`config.mk`:
```
export PLATFORM = sky130hd
export DESIGN_NAME = image_tile_grid_downsample
export DESIGN_NICKNAME = d
export VERILOG_FILES = /design/src/rtl/itgd_pkg.sv /design/src/rtl/itgd_cfg.sv /design/src/rtl/itgd_front.sv /design/src/rtl/itgd_queue.sv /design/src/rtl/itgd_back.sv /design/src/rtl/image_tile_grid_downsample.sv
export SDC_FILE = /design/constraint.sdc
export NUM_CORES = 1
export LEC_CHECK = 0
export BUFFER_PORTS_ARGS = -buffer_cell sky130_fd_sc_hd__buf_2
export CORE_MARGIN = 1
export CORE_UTILIZATION = 65
export DETAILED_ROUTE_END_ITERATION = 12
export GPL_TIMING_DRIVEN = 0
export PLACE_DENSITY = 0.83
export SLEW_MARGIN = 10
export SYNTH_ARGS = -nofsm -noshare
export SYNTH_HDL_FRONTEND = slang
export SYNTH_SLANG_ARGS = --single-unit
```
`constraint.sdc`:
```
create_clock -name clk -period 15.5 [get_ports clk]
set_input_delay 0.775 -clock clk [delete_from_list [all_inputs] [get_ports clk]]
set_output_delay 0.775 -clock clk [all_outputs]
set_load 0.03 [all_outputs]
```
`src/rtl/itgd_pkg.sv`:
```
// Package for the tiled grid downsampler: shared constants, codes and types.
// No dependencies; imported by every module of the block.
`default_nettype none

package itgd_pkg;

  // Fixed field widths
  localparam int DIM_W      = 11;  // image width / height register
  localparam int FACT_W     = 4;   // tile factor register
  localparam int PIX_W      = 32;
  localparam int ADDR_W     = 20;
  localparam int CFG_IDX_W  = 2;
  localparam int CFG_DATA_W = 11;
  localparam int DIM_MAX    = (1 << DIM_W) - 1;

  // Divider step counter walks the dividend bits
  localparam int DIV_CNT_W  = $clog2(DIM_W);

  // Job queue between front and back
  localparam int QUEUE_DEPTH = 4;
  localparam int QPTR_W      = $clog2(QUEUE_DEPTH);

  // Configuration register indexes
  localparam logic [CFG_IDX_W-1:0] CFG_IDX_WIDTH  = 2'd0;
  localparam logic [CFG_IDX_W-1:0] CFG_IDX_HEIGHT = 2'd1;
  localparam logic [CFG_IDX_W-1:0] CFG_IDX_FACTOR = 2'd2;

  typedef enum logic [1:0] {
    CFG_IDLE,
    CFG_DIV,
    CFG_COMMIT
  } cfg_state_t;

  typedef enum logic [1:0] {
    BK_IDLE,
    BK_ROW,
    BK_EMIT
  } back_state_t;

  // Configuration status seen by the datapath
  typedef struct packed {
    logic busy;
    logic tiling_ok;
  } cfg_status_t;

  // Job queue status
  typedef struct packed {
    logic full;
    logic empty;
  } q_status_t;

endpackage

`default_nettype wire

```
`src/rtl/itgd_cfg.sv`:
```
// Configuration registers and tile geometry derivation (serial divider).
// Depends on itgd_pkg.
`default_nettype none

module itgd_cfg #(
  parameter int MAX_WIDTH  = 1024,
  parameter int MAX_HEIGHT = 1024,
  parameter int MAX_FACTOR = 8,
  parameter int XD_W       = 11,
  parameter int YD_W       = 11,
  parameter int TILE_W     = 3
) (
  input  wire logic                             clk,
  input  wire logic                             rst_n,
  input  wire logic                             cfg_valid,
  output logic                                  cfg_ready,
  input  wire logic [itgd_pkg::CFG_IDX_W-1:0]   cfg_index,
  input  wire logic [itgd_pkg::CFG_DATA_W-1:0]  cfg_data,
  output logic [itgd_pkg::DIM_W-1:0]            width,
  output logic [itgd_pkg::DIM_W-1:0]            height,
  output logic [itgd_pkg::FACT_W-1:0]           factor,
  output logic [XD_W-1:0]                       base_w,
  output logic [TILE_W-1:0]                     extra_w,
  output logic [YD_W-1:0]                       base_h,
  output logic [TILE_W-1:0]                     extra_h,
  output itgd_pkg::cfg_status_t                 status
);
  import itgd_pkg::*;

  localparam logic [DIM_W+1:0]  MAX_W_L = (DIM_W+2)'(MAX_WIDTH);
  localparam logic [DIM_W+1:0]  MAX_H_L = (DIM_W+2)'(MAX_HEIGHT);
  localparam logic [FACT_W-1:0] MAX_F_L = FACT_W'(MAX_FACTOR);

  cfg_state_t             state_r, state_nxt;
  logic [DIM_W-1:0]       width_r, width_nxt;
  logic [DIM_W-1:0]       height_r, height_nxt;
  logic [FACT_W-1:0]      factor_r, factor_nxt;
  logic [DIV_CNT_W-1:0]   cnt_r, cnt_nxt;
  logic [FACT_W-1:0]      rem_w_r, rem_w_nxt, rem_h_r, rem_h_nxt;
  logic [DIM_W-1:0]       q_w_r, q_w_nxt, q_h_r, q_h_nxt;
  logic [XD_W-1:0]        base_w_r, base_w_nxt;
  logic [TILE_W-1:0]      extra_w_r, extra_w_nxt;
  logic [YD_W-1:0]        base_h_r, base_h_nxt;
  logic [TILE_W-1:0]      extra_h_r, extra_h_nxt;
  logic                   ok_r, ok_nxt;

  logic [FACT_W:0]        trial_w, trial_h, div_ext;
  logic                   ge_w, ge_h, ok_calc, cfg_fire;

  // One restoring-division step for each dimension
  always_comb begin
    div_ext = {1'b0, factor_r};
    trial_w = {rem_w_r, width_r[cnt_r]};
    trial_h = {rem_h_r, height_r[cnt_r]};
    ge_w    = trial_w >= div_ext;
    ge_h    = trial_h >= div_ext;
    ok_calc = (factor_r != '0) && (factor_r <= MAX_F_L) &&
              ({2'b00, width_r} <= MAX_W_L) && ({2'b00, height_r} <= MAX_H_L) &&
              (q_w_r != '0) && (q_h_r != '0);
  end

  assign cfg_ready = (state_r == CFG_IDLE);
  assign cfg_fire  = cfg_valid && cfg_ready;

  // Register writes, divider sequencing and commit
  always_comb begin
    state_nxt   = state_r;
    width_nxt   = width_r;
    height_nxt  = height_r;
    factor_nxt  = factor_r;
    cnt_nxt     = cnt_r;
    rem_w_nxt   = rem_w_r;
    rem_h_nxt   = rem_h_r;
    q_w_nxt     = q_w_r;
    q_h_nxt     = q_h_r;
    base_w_nxt  = base_w_r;
    extra_w_nxt = extra_w_r;
    base_h_nxt  = base_h_r;
    extra_h_nxt = extra_h_r;
    ok_nxt      = ok_r;
    unique case (state_r)
      CFG_IDLE: begin
        if (cfg_fire) begin
          unique case (cfg_index)
            CFG_IDX_WIDTH:  width_nxt  = cfg_data[DIM_W-1:0];
            CFG_IDX_HEIGHT: height_nxt = cfg_data[DIM_W-1:0];
            CFG_IDX_FACTOR: factor_nxt = cfg_data[FACT_W-1:0];
            default: ;
          endcase
          cnt_nxt   = DIV_CNT_W'(DIM_W - 1);
          rem_w_nxt = '0;
          rem_h_nxt = '0;
          q_w_nxt   = '0;
          q_h_nxt   = '0;
          state_nxt = CFG_DIV;
        end
      end
      CFG_DIV: begin
        rem_w_nxt = ge_w ? FACT_W'(trial_w - div_ext) : trial_w[FACT_W-1:0];
        rem_h_nxt = ge_h ? FACT_W'(trial_h - div_ext) : trial_h[FACT_W-1:0];
        q_w_nxt   = {q_w_r[DIM_W-2:0], ge_w};
        q_h_nxt   = {q_h_r[DIM_W-2:0], ge_h};
        if (cnt_r == '0) begin
          state_nxt = CFG_COMMIT;
        end else begin
          cnt_nxt = cnt_r - 1'b1;
        end
      end
      CFG_COMMIT: begin
        ok_nxt      = ok_calc;
        base_w_nxt  = ok_calc ? XD_W'(q_w_r) : '0;
        base_h_nxt  = ok_calc ? YD_W'(q_h_r) : '0;
        extra_w_nxt = ok_calc ? TILE_W'(rem_w_r) : '0;
        extra_h_nxt = ok_calc ? TILE_W'(rem_h_r) : '0;
        state_nxt   = CFG_IDLE;
      end
      default: state_nxt = CFG_IDLE;
    endcase
  end

  always_ff @(posedge clk) begin
    if (!rst_n) begin
      state_r   <= CFG_IDLE;
      width_r   <= '0;
      height_r  <= '0;
      factor_r  <= FACT_W'(1);
      base_w_r  <= '0;
      extra_w_r <= '0;
      base_h_r  <= '0;
      extra_h_r <= '0;
      ok_r      <= 1'b0;
      cnt_r     <= '0;
    end else begin
      state_r   <= state_nxt;
      width_r   <= width_nxt;
      height_r  <= height_nxt;
      factor_r  <= factor_nxt;
      base_w_r  <= base_w_nxt;
      extra_w_r <= extra_w_nxt;
      base_h_r  <= base_h_nxt;
      extra_h_r <= extra_h_nxt;
      ok_r      <= ok_nxt;
      cnt_r     <= cnt_nxt;
    end
  end

  // Divider datapath
  always_ff @(posedge clk) begin
    rem_w_r <= rem_w_nxt;
    rem_h_r <= rem_h_nxt;
    q_w_r   <= q_w_nxt;
    q_h_r   <= q_h_nxt;
  end

  assign width            = width_r;
  assign height           = height_r;
  assign factor           = factor_r;
  assign base_w           = base_w_r;
  assign extra_w          = extra_w_r;
  assign base_h           = base_h_r;
  assign extra_h          = extra_h_r;
  assign status.busy      = (state_r != CFG_IDLE);
  assign status.tiling_ok = ok_r;

endmodule

`default_nettype wire

```
`src/rtl/itgd_front.sv`:
```
// Front end: accepts pixels, tracks source position, classifies each pixel
// and pushes write jobs into the queue. Depends on itgd_pkg.
`default_nettype none

module itgd_front #(
  parameter int XP_W   = 10,
  parameter int YP_W   = 10,
  parameter int XD_W   = 11,
  parameter int YD_W   = 11,
  parameter int TILE_W = 3,
  parameter int JOB_W  = 1 + 32 + 10 + 10 + 6
) (
  input  wire logic                           clk,
  input  wire logic                           rst_n,
  input  wire logic                           in_valid,
  output logic                                in_ready,
  input  wire logic [itgd_pkg::PIX_W-1:0]     in_pixel_in,
  input  wire logic                           in_frame_start,
  input  wire logic [itgd_pkg::DIM_W-1:0]     width,
  input  wire logic [itgd_pkg::DIM_W-1:0]     height,
  input  wire logic [itgd_pkg::FACT_W-1:0]    factor,
  input  wire logic [XD_W-1:0]                base_w,
  input  wire logic [TILE_W-1:0]              extra_w,
  input  wire logic [YD_W-1:0]                base_h,
  input  wire logic [TILE_W-1:0]              extra_h,
  input  wire itgd_pkg::cfg_status_t          cfg_status,
  input  wire itgd_pkg::q_status_t            q_status,
  output logic                                q_push,
  output logic [JOB_W-1:0]                    q_wdata
);
  import itgd_pkg::*;

  logic [XP_W-1:0]   col_r, col_nxt, sx_r, sx_nxt;
  logic [YP_W-1:0]   row_r, row_nxt, sy_r, sy_nxt;
  logic [TILE_W-1:0] cph_r, cph_nxt, rph_r, rph_nxt;

  // Position after an optional frame restart
  logic [XP_W-1:0]   col_c, sx_c;
  logic [YP_W-1:0]   row_c, sy_c;
  logic [TILE_W-1:0] cph_c, rph_c;

  logic              in_fire, sampled, rows_any, cols_any;
  logic [TILE_W-1:0] r_last, c_last, n_last;
  logic [DIM_W:0]    col_inc, row_inc;
  logic [FACT_W-1:0] cph_inc, rph_inc;

  assign in_ready = !cfg_status.busy && !q_status.full;
  assign in_fire  = in_valid && in_ready;

  always_comb begin
    col_c = in_frame_start ? '0 : col_r;
    row_c = in_frame_start ? '0 : row_r;
    cph_c = in_frame_start ? '0 : cph_r;
    rph_c = in_frame_start ? '0 : rph_r;
    sx_c  = in_frame_start ? '0 : sx_r;
    sy_c  = in_frame_start ? '0 : sy_r;
  end

  // Classify: which tile rows and columns receive this sample
  always_comb begin
    n_last   = TILE_W'(factor - FACT_W'(1));
    sampled  = (cph_c == '0) && (rph_c == '0);
    rows_any = 1'b1;
    cols_any = 1'b1;
    if (YD_W'(sy_c) < base_h) begin
      r_last = n_last;
    end else if ((YD_W'(sy_c) == base_h) && (extra_h != '0)) begin
      r_last = extra_h - 1'b1;
    end else begin
      r_last   = '0;
      rows_any = 1'b0;
    end
    if (XD_W'(sx_c) < base_w) begin
      c_last = n_last;
    end else if ((XD_W'(sx_c) == base_w) && (extra_w != '0)) begin
      c_last = extra_w - 1'b1;
    end else begin
      c_last   = '0;
      cols_any = 1'b0;
    end
  end

  assign q_push  = in_fire &&
                   (!cfg_status.tiling_ok || (sampled && rows_any && cols_any));
  assign q_wdata = {!cfg_status.tiling_ok, in_pixel_in, sx_c, sy_c, r_last, c_last};

  // Raster advance with phase wrap at the tile factor
  always_comb begin
    col_inc = (DIM_W+1)'(col_c) + 1'b1;
    row_inc = (DIM_W+1)'(row_c) + 1'b1;
    cph_inc = FACT_W'(cph_c) + 1'b1;
    rph_inc = FACT_W'(rph_c) + 1'b1;
    col_nxt = col_r;
    row_nxt = row_r;
    cph_nxt = cph_r;
    rph_nxt = rph_r;
    sx_nxt  = sx_r;
    sy_nxt  = sy_r;
    if (in_fire) begin
      col_nxt = col_c;
      row_nxt = row_c;
      cph_nxt = cph_c;
      rph_nxt = rph_c;
      sx_nxt  = sx_c;
      sy_nxt  = sy_c;
      if (cfg_status.tiling_ok) begin
        if (col_inc >= (DIM_W+1)'(width)) begin
          col_nxt = '0;
          cph_nxt = '0;
          sx_nxt  = '0;
          if (row_inc >= (DIM_W+1)'(height)) begin
            row_nxt = '0;
            rph_nxt = '0;
            sy_nxt  = '0;
          end else begin
            row_nxt = YP_W'(row_inc);
            if (rph_inc >= factor) begin
              rph_nxt = '0;
              sy_nxt  = sy_c + 1'b1;
            end else begin
              rph_nxt = TILE_W'(rph_inc);
            end
          end
        end else begin
          col_nxt = XP_W'(col_inc);
          if (cph_inc >= factor) begin
            cph_nxt = '0;
            sx_nxt  = sx_c + 1'b1;
          end else begin
            cph_nxt = TILE_W'(cph_inc);
          end
        end
      end
    end
  end

  always_ff @(posedge clk) begin
    if (!rst_n) begin
      col_r <= '0;
      row_r <= '0;
      cph_r <= '0;
      rph_r <= '0;
      sx_r  <= '0;
      sy_r  <= '0;
    end else begin
      col_r <= col_nxt;
      row_r <= row_nxt;
      cph_r <= cph_nxt;
      rph_r <= rph_nxt;
      sx_r  <= sx_nxt;
      sy_r  <= sy_nxt;
    end
  end

endmodule

`default_nettype wire

```
`src/rtl/itgd_queue.sv`:
```
// Short FIFO of write jobs between the front and back ends.
// Depends on itgd_pkg for depth and status type.
`default_nettype none

module itgd_queue #(
  parameter int JOB_W = 59
) (
  input  wire logic             clk,
  input  wire logic             rst_n,
  input  wire logic             push,
  input  wire logic [JOB_W-1:0] wdata,
  input  wire logic             pop,
  output logic [JOB_W-1:0]      rdata,
  output itgd_pkg::q_status_t   status
);
  import itgd_pkg::*;

  logic [JOB_W-1:0]  slot_r [QUEUE_DEPTH];
  logic [QPTR_W-1:0] wr_ptr_r, rd_ptr_r;
  logic [QPTR_W:0]   count_r;

  assign status.full  = (count_r == (QPTR_W+1)'(QUEUE_DEPTH));
  assign status.empty = (count_r == '0);
  assign rdata        = slot_r[rd_ptr_r];

  // Pointers and occupancy
  always_ff @(posedge clk) begin
    if (!rst_n) begin
      wr_ptr_r <= '0;
      rd_ptr_r <= '0;
      count_r  <= '0;
    end else begin
      if (push) begin
        wr_ptr_r <= wr_ptr_r + 1'b1;
      end
      if (pop) begin
        rd_ptr_r <= rd_ptr_r + 1'b1;
      end
      count_r <= count_r + (QPTR_W+1)'(push) - (QPTR_W+1)'(pop);
    end
  end

  // Job storage
  always_ff @(posedge clk) begin
    if (push) begin
      slot_r[wr_ptr_r] <= wdata;
    end
  end

endmodule

`default_nettype wire

```
`src/rtl/itgd_back.sv`:
```
// Back end: walks the tile rectangle of each job, forms write addresses
// and drives the registered result channel. Depends on itgd_pkg.
`default_nettype none

module itgd_back #(
  parameter int XP_W   = 10,
  parameter int YP_W   = 10,
  parameter int XD_W   = 11,
  parameter int YD_W   = 11,
  parameter int TILE_W = 3,
  parameter int JOB_W  = 1 + 32 + 10 + 10 + 6
) (
  input  wire logic                           clk,
  input  wire logic                           rst_n,
  input  wire logic [JOB_W-1:0]               job,
  input  wire itgd_pkg::q_status_t            q_status,
  output logic                                q_pop,
  input  wire logic [itgd_pkg::DIM_W-1:0]     width,
  input  wire logic [XD_W-1:0]                base_w,
  input  wire logic [TILE_W-1:0]              extra_w,
  input  wire logic [YD_W-1:0]                base_h,
  input  wire logic [TILE_W-1:0]              extra_h,
  output logic                                out_valid,
  input  wire logic                           out_ready,
  output logic [itgd_pkg::ADDR_W-1:0]         out_write_addr,
  output logic [itgd_pkg::PIX_W-1:0]          out_pixel_out,
  output logic                                out_last_write,
  output logic                                out_config_error
);
  import itgd_pkg::*;

  // Job fields
  logic              job_err;
  logic [PIX_W-1:0]  job_pixel;
  logic [XP_W-1:0]   job_x;
  logic [YP_W-1:0]   job_y;
  logic [TILE_W-1:0] job_r_last, job_c_last;

  assign {job_err, job_pixel, job_x, job_y, job_r_last, job_c_last} = job;

  back_state_t       state_r, state_nxt;
  logic [PIX_W-1:0]  pixel_r, pixel_nxt;
  logic [XP_W-1:0]   x_r, x_nxt, col_pos_r, col_pos_nxt;
  logic [YP_W-1:0]   row_pos_r, row_pos_nxt;
  logic [TILE_W-1:0] r_r, r_nxt, c_r, c_nxt, r_last_r, r_last_nxt, c_last_r, c_last_nxt;
  logic [ADDR_W-1:0] row_base_r, row_base_nxt;

  logic              out_valid_r, out_valid_nxt;
  logic [ADDR_W-1:0] out_addr_r, out_addr_nxt;
  logic [PIX_W-1:0]  out_pixel_r, out_pixel_nxt;
  logic              out_last_r, out_last_nxt, out_err_r, out_err_nxt;

  logic                  load_ok;
  logic [YP_W+DIM_W-1:0] row_prod;
  logic [XP_W-1:0]       col_step;
  logic [YP_W-1:0]       row_step;

  assign load_ok  = !out_valid_r || out_ready;
  assign row_prod = row_pos_r * width;
  assign col_step = XP_W'(base_w) + XP_W'(c_r < extra_w);
  assign row_step = YP_W'(base_h) + YP_W'(r_r < extra_h);

  // Sequencer: dispatch, row address multiply, one write per cycle unless out_ready stalls
  always_comb begin
    state_nxt     = state_r;
    pixel_nxt     = pixel_r;
    x_nxt         = x_r;
    col_pos_nxt   = col_pos_r;
    row_pos_nxt   = row_pos_r;
    r_nxt         = r_r;
    c_nxt         = c_r;
    r_last_nxt    = r_last_r;
    c_last_nxt    = c_last_r;
    row_base_nxt  = row_base_r;
    out_valid_nxt = out_valid_r && !out_ready;
    out_addr_nxt  = out_addr_r;
    out_pixel_nxt = out_pixel_r;
    out_last_nxt  = out_last_r;
    out_err_nxt   = out_err_r;
    q_pop         = 1'b0;
    unique case (state_r)
      BK_IDLE: begin
        if (!q_status.empty) begin
          if (job_err) begin
            if (load_ok) begin
              q_pop         = 1'b1;
              out_valid_nxt = 1'b1;
              out_addr_nxt  = '0;
              out_pixel_nxt = '0;
              out_last_nxt  = 1'b1;
              out_err_nxt   = 1'b1;
            end
          end else begin
            q_pop       = 1'b1;
            pixel_nxt   = job_pixel;
            x_nxt       = job_x;
            col_pos_nxt = job_x;
            row_pos_nxt = job_y;
            r_nxt       = '0;
            c_nxt       = '0;
            r_last_nxt  = job_r_last;
            c_last_nxt  = job_c_last;
            state_nxt   = BK_ROW;
          end
        end
      end
      BK_ROW: begin
        row_base_nxt = ADDR_W'(row_prod);
        state_nxt    = BK_EMIT;
      end
      BK_EMIT: begin
        if (load_ok) begin
          out_valid_nxt = 1'b1;
          out_addr_nxt  = row_base_r + ADDR_W'(col_pos_r);
          out_pixel_nxt = pixel_r;
          out_last_nxt  = (r_r == r_last_r) && (c_r == c_last_r);
          out_err_nxt   = 1'b0;
          if (c_r == c_last_r) begin
            if (r_r == r_last_r) begin
              state_nxt = BK_IDLE;
            end else begin
              r_nxt       = r_r + 1'b1;
              c_nxt       = '0;
              row_pos_nxt = row_pos_r + row_step;
              col_pos_nxt = x_r;
              state_nxt   = BK_ROW;
            end
          end else begin
            c_nxt       = c_r + 1'b1;
            col_pos_nxt = col_pos_r + col_step;
          end
        end
      end
      default: state_nxt = BK_IDLE;
    endcase
  end

  always_ff @(posedge clk) begin
    if (!rst_n) begin
      state_r     <= BK_IDLE;
      out_valid_r <= 1'b0;
    end else begin
      state_r     <= state_nxt;
      out_valid_r <= out_valid_nxt;
    end
  end

  // Datapath registers
  always_ff @(posedge clk) begin
    pixel_r     <= pixel_nxt;
    x_r         <= x_nxt;
    col_pos_r   <= col_pos_nxt;
    row_pos_r   <= row_pos_nxt;
    r_r         <= r_nxt;
    c_r         <= c_nxt;
    r_last_r    <= r_last_nxt;
    c_last_r    <= c_last_nxt;
    row_base_r  <= row_base_nxt;
    out_addr_r  <= out_addr_nxt;
    out_pixel_r <= out_pixel_nxt;
    out_last_r  <= out_last_nxt;
    out_err_r   <= out_err_nxt;
  end

  assign out_valid        = out_valid_r;
  assign out_write_addr   = out_addr_r;
  assign out_pixel_out    = out_pixel_r;
  assign out_last_write   = out_last_r;
  assign out_config_error = out_err_r;

endmodule

`default_nettype wire

```
`src/rtl/image_tile_grid_downsample.sv`:
```
// Tiled grid downsampler top level: configuration, front end, job queue and back end.
// A sampled pixel's first write passes the job queue, the back-end row address state and
// the registered output. Throughput: one pixel accepted per cycle while the 4-entry job
// queue has room and no configuration is being derived; a sampled pixel is written to R
// tile rows of C tile columns. Configuration writes run a serial divide, input held off.
// Reset (sync, active low): position cleared, width 0, height 0, factor 1.
// Depends on itgd_pkg, itgd_cfg, itgd_front, itgd_queue, itgd_back.
`default_nettype none

module image_tile_grid_downsample #(
  parameter int MAX_WIDTH  = 1024,
  parameter int MAX_HEIGHT = 1024,
  parameter int MAX_FACTOR = 8
) (
  input  wire logic                            clk,
  input  wire logic                            rst_n,
  input  wire logic                            in_valid,
  output logic                                 in_ready,
  input  wire logic [itgd_pkg::PIX_W-1:0]      in_pixel_in,
  input  wire logic                            in_frame_start,
  output logic                                 out_valid,
  input  wire logic                            out_ready,
  output logic [itgd_pkg::ADDR_W-1:0]          out_write_addr,
  output logic [itgd_pkg::PIX_W-1:0]           out_pixel_out,
  output logic                                 out_last_write,
  output logic                                 out_config_error,
  input  wire logic                            cfg_valid,
  output logic                                 cfg_ready,
  input  wire logic [itgd_pkg::CFG_IDX_W-1:0]  cfg_index,
  input  wire logic [itgd_pkg::CFG_DATA_W-1:0] cfg_data
);
  import itgd_pkg::*;

  // Usable dimension limits and the widths that follow
  localparam int WLIM   = (MAX_WIDTH < DIM_MAX) ? MAX_WIDTH : DIM_MAX;
  localparam int HLIM   = (MAX_HEIGHT < DIM_MAX) ? MAX_HEIGHT : DIM_MAX;
  localparam int XP_W   = (WLIM > 1) ? $clog2(WLIM) : 1;
  localparam int YP_W   = (HLIM > 1) ? $clog2(HLIM) : 1;
  localparam int XD_W   = $clog2(WLIM + 1);
  localparam int YD_W   = $clog2(HLIM + 1);
  localparam int TILE_W = (MAX_FACTOR > 1) ? $clog2(MAX_FACTOR) : 1;
  localparam int JOB_W  = 1 + PIX_W + XP_W + YP_W + 2 * TILE_W;

  logic [DIM_W-1:0]  width, height;
  logic [FACT_W-1:0] factor;
  logic [XD_W-1:0]   base_w;
  logic [YD_W-1:0]   base_h;
  logic [TILE_W-1:0] extra_w, extra_h;
  cfg_status_t       cfg_status;
  q_status_t         q_status;
  logic              q_push, q_pop;
  logic [JOB_W-1:0]  q_wdata, q_rdata;

  itgd_cfg #(
    .MAX_WIDTH (MAX_WIDTH),
    .MAX_HEIGHT(MAX_HEIGHT),
    .MAX_FACTOR(MAX_FACTOR),
    .XD_W      (XD_W),
    .YD_W      (YD_W),
    .TILE_W    (TILE_W)
  ) u_cfg (
    .clk      (clk),
    .rst_n    (rst_n),
    .cfg_valid(cfg_valid),
    .cfg_ready(cfg_ready),
    .cfg_index(cfg_index),
    .cfg_data (cfg_data),
    .width    (width),
    .height   (height),
    .factor   (factor),
    .base_w   (base_w),
    .extra_w  (extra_w),
    .base_h   (base_h),
    .extra_h  (extra_h),
    .status   (cfg_status)
  );

  itgd_front #(
    .XP_W  (XP_W),
    .YP_W  (YP_W),
    .XD_W  (XD_W),
    .YD_W  (YD_W),
    .TILE_W(TILE_W),
    .JOB_W (JOB_W)
  ) u_front (
    .clk           (clk),
    .rst_n         (rst_n),
    .in_valid      (in_valid),
    .in_ready      (in_ready),
    .in_pixel_in   (in_pixel_in),
    .in_frame_start(in_frame_start),
    .width         (width),
    .height        (height),
    .factor        (factor),
    .base_w        (base_w),
    .extra_w       (extra_w),
    .base_h        (base_h),
    .extra_h       (extra_h),
    .cfg_status    (cfg_status),
    .q_status      (q_status),
    .q_push        (q_push),
    .q_wdata       (q_wdata)
  );

  itgd_queue #(
    .JOB_W(JOB_W)
  ) u_queue (
    .clk   (clk),
    .rst_n (rst_n),
    .push  (q_push),
    .wdata (q_wdata),
    .pop   (q_pop),
    .rdata (q_rdata),
    .status(q_status)
  );

  itgd_back #(
    .XP_W  (XP_W),
    .YP_W  (YP_W),
    .XD_W  (XD_W),
    .YD_W  (YD_W),
    .TILE_W(TILE_W),
    .JOB_W (JOB_W)
  ) u_back (
    .clk             (clk),
    .rst_n           (rst_n),
    .job             (q_rdata),
    .q_status        (q_status),
    .q_pop           (q_pop),
    .width           (width),
    .base_w          (base_w),
    .extra_w         (extra_w),
    .base_h          (base_h),
    .extra_h         (extra_h),
    .out_valid       (out_valid),
    .out_ready       (out_ready),
    .out_write_addr  (out_write_addr),
    .out_pixel_out   (out_pixel_out),
    .out_last_write  (out_last_write),
    .out_config_error(out_config_error)
  );

  // An error result is a lone, marked transaction with no write
  a_err_result: assert property (@(posedge clk) disable iff (!rst_n)
    out_valid && out_config_error |-> out_last_write && (out_write_addr == '0) &&
                                      (out_pixel_out == '0))
    else $error("error result not marked last or carries a write");

  // No pixel is taken while the geometry is being derived
  a_hold_in_cfg: assert property (@(posedge clk) disable iff (!rst_n)
    cfg_status.busy |-> !in_ready)
    else $error("pixel accepted during configuration derive");

  // The job queue never overflows or underflows
  a_queue_safe: assert property (@(posedge clk) disable iff (!rst_n)
    !(q_status.full && q_push) && !(q_status.empty && q_pop))
    else $error("job queue overflow or underflow");

  // The back end pulls a job only in the cycle after a write sequence closes or when idle
  a_pop_after_last: assert property (@(posedge clk) disable iff (!rst_n)
    q_pop && $past(q_pop) |-> out_config_error || $past(out_config_error) ||
                              !$past(out_valid) || $past(out_last_write))
    else $error("job popped while a write sequence is open");

endmodule

`default_nettype wire

```
# Word level (Yosys, flattened, before mapping)
# Memory sizes are Yosys's and may differ from the RTL's. A register that Yosys moved wholly into a read port is not among the register bits.
# Cells that the tools add are included.
# totals
regBits	295
ram_bits	236
out_inout_bits	57
wordCells	262
mem_count	1
# memory_table
memory	words	word_bits	read_ports	rd_ports_with_merged_regs	write_ports	line	source
u_queue.slot_r	4	59	1	1	1	itgd_queue.sv:18	logic [JOB_W-1:0] slot_r [QUEUE_DEPTH];
# op_classes
addsub	23
multipliers	1
magnitude_cmp	14
eq_ne	22
n_mux	112
bitwise_logic	2
reduce_logical	49
# ops
cell	count
$mux W10	26
$mux W32	4
$mux W20	4
$mux W3	23
$pmux W32 S2	1
$pmux W11 S2	2
$pmux W10 S2	2
$pmux W20 S2	1
$mux W11	3
$ge A12 B11 Y1	2
$pmux W4 S2	3
$add A10 B1 Y11 const B	2
$eq A10 B11 Y1	2
$le A11 B11 Y1 const B	2
$lt A10 B11 Y1	2
$reduce_bool A11 Y1	2
$mux W1	21
$add A10 B1 Y10	2
$add A10 B1 Y10 const B	2
$add A10 B10 Y10	2
$add A20 B10 Y20	1
$mul A10 B11 Y20	1
$mux W4	5
$logic_and A1 B1 Y1	16
other kinds (40)	92

# Longest topological paths before layout
# depth
depth_word	11
depth_mapped	20

# By module
# Synthesis repeated with hierarchy kept, for this count alone.
# unflattened
hier_cells	2330
area_unflattened_um2	28472.3
# by_module_without_submodules
mod	instances	cells_each	area_each_um2	seq_area_each_um2
itgd_back	1	927	10493.8	4504.3
itgd_queue	1	351	8963.6	7267.0
itgd_front	1	649	4867.2	920.9
itgd_cfg	1	403	4147.7	2122.0

# Worst setup path before layout
# Ideal clock, no wire load.
# synth_timing
path_type	input-to-reg
start	input port in_frame_start
end	memory u_queue.slot_r[0][0], enable pin
setup_time_ns	0.483
arrival_ns	6.100
required_ns	15.017
setup_slack_ns	8.917
cell_stages	12
path_cell_list	clkbuf_1 -> clkbuf_1 -> clkbuf_1 -> clkbuf_1 -> nor2b_1 -> ha_1 -> nand4_1 -> nor4_1 -> nor3_1 -> nor3_1 -> a32oi_1 -> nor2b_1
# synth_rtl
item	line	source
start, declared	image_tile_grid_downsample.sv:20	input wire logic in_frame_start,
$mux W10 (*)	itgd_front.sv:55	sx_c = in_frame_start ? '0 : sx_r;
net q_wdata[22]	image_tile_grid_downsample.sv:52	logic [JOB_W-1:0] q_wdata, q_rdata;
branches (longest 3 deep; another with $lt A10 B11 Y1)	-	
$mux W1 (*)	itgd_front.sv:73	if (XD_W'(sx_c) < base_w) begin
$logic_and A1 B1 Y1 (*)	itgd_front.sv:84	(!cfg_status.tiling_ok || (sampled && rows_any && cols_any));
$logic_or A1 B1 Y1 (*)	itgd_front.sv:84	
$logic_and A1 B1 Y1 (*)	itgd_front.sv:83	assign q_push = in_fire &&
$mux W1 (*)	itgd_queue.sv:45	if (push) begin
$mux W1 (implied by the code) (*)	itgd_queue.sv:46	slot_r[wr_ptr_r] <= wdata;
end, declared	itgd_queue.sv:18	
# Mark *: on every way through the listed nets, which the timed path passes.

# Final worst setup path
# layout_timing
start	input port in_frame_start
end	memory u_queue.slot_r[0][20], enable pin
# Same word-level chain as after synthesis.

==> results.json <==
{
  "outcome": "finished, final reports clean",
  "regToRegEndpoint": "u_back.row_base_r[18]$_DFFE_PN_",
  "die_w_um": 209,
  "synth_fp_nets": 2513,
  "routed_via_density": 6.31,
  "period_share_pct": 41.6,
  "yosysTopAreaCell": "edfxtp_1",
  "final_common_cell": "edfxtp_1",
  "critPathMaxFanout": 23,
  "wl_per_cell_um": 22.7,
  "drive_gt1_share_pct": 13.0,
  "crit_type": "input port to register",
  "synth-async-reset-ratio_pct": 0,
  "portBuffers": 107,
  "finalSetupViolations": 0,
  "overflow": 0,
  "vias": 18870,
  "rows": 75,
  "r2r_setup_slack_ns": 9.43,
  "tns_ns": 0,
  "synth-edff-count": 414,
  "clkTransAtPathRegs_ns": 0.06,
  "critPathArrivalTime_ns": 6.76,
  "fmax_mhz": 155,
  "yosysUniqueCellTypes": 79,
  "syn_to_final_growth_pct": 12.0,
  "cts_sinks": 533,
  "cts-root-buf": "clkbuf_16",
  "slowest_stage": "nor4_1",
  "drc": 0,
  "crit_chain": "buf_2, clkbuf_1, clkbuf_1, clkbuf_1, clkbuf_1, nor2b_1, ha_1, nand4_1, nor4_1, nor3_1, nor3_1, a32oi_1, buf_4, nor2b_4, buf_12, buf_16",
  "intPower_mw": 3.15,
  "dpl-instance-area_mm2": 0.0294,
  "relSlewSlack_pct": 31.9,
  "synth_area_leaders": "edfxtp_1 (45%), dfxtp_1 (8.6%), ha_1 (7.4%)",
  "p_total_mw": 4.84,
  "vdd_ir_drop_max_mv": 0.100,
  "start_util_pct": 66.0,
  "antenna_left": 0,
  "cts_made_buffers": 53,
  "drt_iter0_drc": 1905,
  "finalHoldWorstSlack_ns": 0.387,
  "final_cell_mix": "edfxtp_1 (414), inv_1 (171), ha_1 (163)",
  "pwr-share-seq_pct": 42.4,
  "n_antenna_cell": 0,
  "hold_viol": 0,
  "post_cts_resized": 0,
  "layout.nets": 2701,
  "first_global_vias": 19318,
  "die_area_mm2": 0.0435,
  "cp_data_required_time_ns": 15.81,
  "rr_worst_depth": 20,
  "yosys_register_bits": 533,
  "p_comb_share_pct": 31.7,
  "io_pins": 108,
  "stdcell_area_mm2": 0.0311,
  "cp_common_cell": "clkbuf_1",
  "synth.avg_cell_area_um2": 12.5,
  "grt_pass1_wl_um": 106000,
  "ys_seq_area_share_pct": 53.4,
  "cts_buffer_depth": 3,
  "switchingPower_mw": 1.68,
  "cp-startpoint": "in_frame_start",
  "synthCells": 2222,
  "cts_tree": "built",
  "startpoint_type": "input port",
  "netlist.area_leader.share_pct": 44.8,
  "finalMaxSlewViolations": 0,
  "fillers": 2592,
  "maxCapViolCount": 0,
  "grt_max_degree": 31,
  "htreeDepth": 2,
  "p_clk_share_pct": 25.9,
  "place_hpwl_um": 47500,
  "skew_ns": 0.0423,
  "routed_wl_um": 67700,
  "postCtsHoldBufs": 0,
  "antenna_found_initial": 0,
  "cts_setup_buffers": 0,
  "hp-start": "in_pixel_in[28]",
  "clk_latency_ns": 0.61,
  "power_leakage_nw": 12.0,
  "gp_congestion": 0.928,
  "min_path_type": "input port to register",
  "crit_path_max_incr_delay_ns": 0.66,
  "cp-end-kind": "register",
  "tightestPinTransition_ns": 1.01,
  "synth_ff_type": "edfxtp_1",
  "core_area_mm2": 0.0420,
  "swShare_pct": 34.8,
  "ys_warn_count": 0,
  "cp-endpoint": "u_queue.slot_r[0][20]$_DFFE_PP_",
  "gr-usage-all-layers_pct": 31.5,
  "finalCriticalPeriod_ns": 6.45,
  "pwr_density_cell_mw_per_mm2": 156,
  "syn_area_mm2": 0.0277,
  "first_pass_iters": 5,
  "die_h_um": 209,
  "rsz0062_at_grt": "false",
  "rr_startpoint": "u_back.row_pos_r[3]$_DFFE_PP_"
}
==> flip-flops by register name, indices dropped and copies added, names as in the netlist, 20 cells and up, named ones only <==
signal	flops
u_back.out_write_addr	20
u_queue.slot_r	236
u_back.pixel_r	32
u_back.row_base_r	20
u_back.out_pixel_out	32
==> cell type report <==
type	count	area [µm²]	share of cell area (%)
clock buffer	62	1370	4.41
inverter	171	642	2.07
tap	539	674	2.17
buffer	94	382	1.23
multi-input combinational	1424	12000	38.5
clock inverter	33	305	0.983
timing repair buffer	133	908	2.93
sequential	533	14800	47.7
==> routing by layer <==
layer	up-vias	track usage, %	routed length (µm)	part of all wire, %
li1	8380	-	-	-
met1	9321	40.9	26100	39
met2	983	52.5	32900	49
met3	186	6.04	5940	8.8
met4	0	12.9	2740	4.0
met5	-	0	0	0
==> worst max-delay path, delay by kind of cell <==
family                   cells  cell delay [ns]
buffers and inverters        8             2.96
adder cells (fa/ha/maj)      1             0.43
AND/OR/NAND/NOR              6             2.20
AO/OA/AOI/OAI                1             0.33
==> cells in the mapped netlist, types with 48 or more instances <==
library cell    n
clkbuf_1       70
fa_1           77
o21ai_0        84
nor2_1         86
mux4_2         63
nor2b_1       121
a21oi_1        61
nand2_1       151
ha_1          163
edfxtp_1      414
xnor2_1        48
dfxtp_1       119
and2_1        125
inv_1         171
==> through the flow <==
| stage | util (%) | std cells | setup slack, ns |
|---|---|---|---|
| 6_report | 73.9 | 2989 | 9.05 |
| 2_1_floorplan | - | 2222 | 8.92 |
| 3_5_place_dp | 69.9 | 2893 | 8.57 |
| 5_1_grt | 73.9 | 2989 | 8.80 |
| 3_3_place_gp | 68.8 | 2868 | 5.29 |
| 4_1_cts | 73.8 | 2988 | 9.15 |
==> how the worst min path moves through the flow <==
stage                                            endpoint  slack, ns  cells past startpoint
after floorplan              u_front.sy_r[9]$_SDFFE_PN0P_       0.43                      1
after global placement      u_front.rph_r[1]$_SDFFE_PN0P_       0.45                      1
after detailed placement    u_front.rph_r[1]$_SDFFE_PN0P_       0.46                      1
after CTS                 u_queue.slot_r[3][35]$_DFFE_PP_       0.37                      1
after global routing      u_queue.slot_r[2][35]$_DFFE_PP_       0.37                      1
final                     u_queue.slot_r[1][54]$_DFFE_PP_       0.39                      1
==> power by group through the flow <==
stage / sequential [mW] / clock [mW] / combinational [mW]
3_3_place_gp: 2.10 / 0 / 1.36
2_1_floorplan: 2.19 / 0 / 0.876
6_report: 2.05 / 1.25 / 1.53
5_1_grt: 2.07 / 1.31 / 1.65
3_5_place_dp: 2.07 / 0 / 1.49
4_1_cts: 2.05 / 1.26 / 1.53
==> logic make-up after synthesis <==
group,Yosys count,synth area share (%)
buffers and inverters,265,3.69
flip-flops,533,53.4
adder cells (fa/ha/maj),240,12.9
multiplexers,105,6.64
AND/OR/NAND/NOR,673,12.9
XOR/XNOR,84,2.65
AO/OA/AOI/OAI,322,7.80
Note: power is estimated with default switching activity, not from simulation.
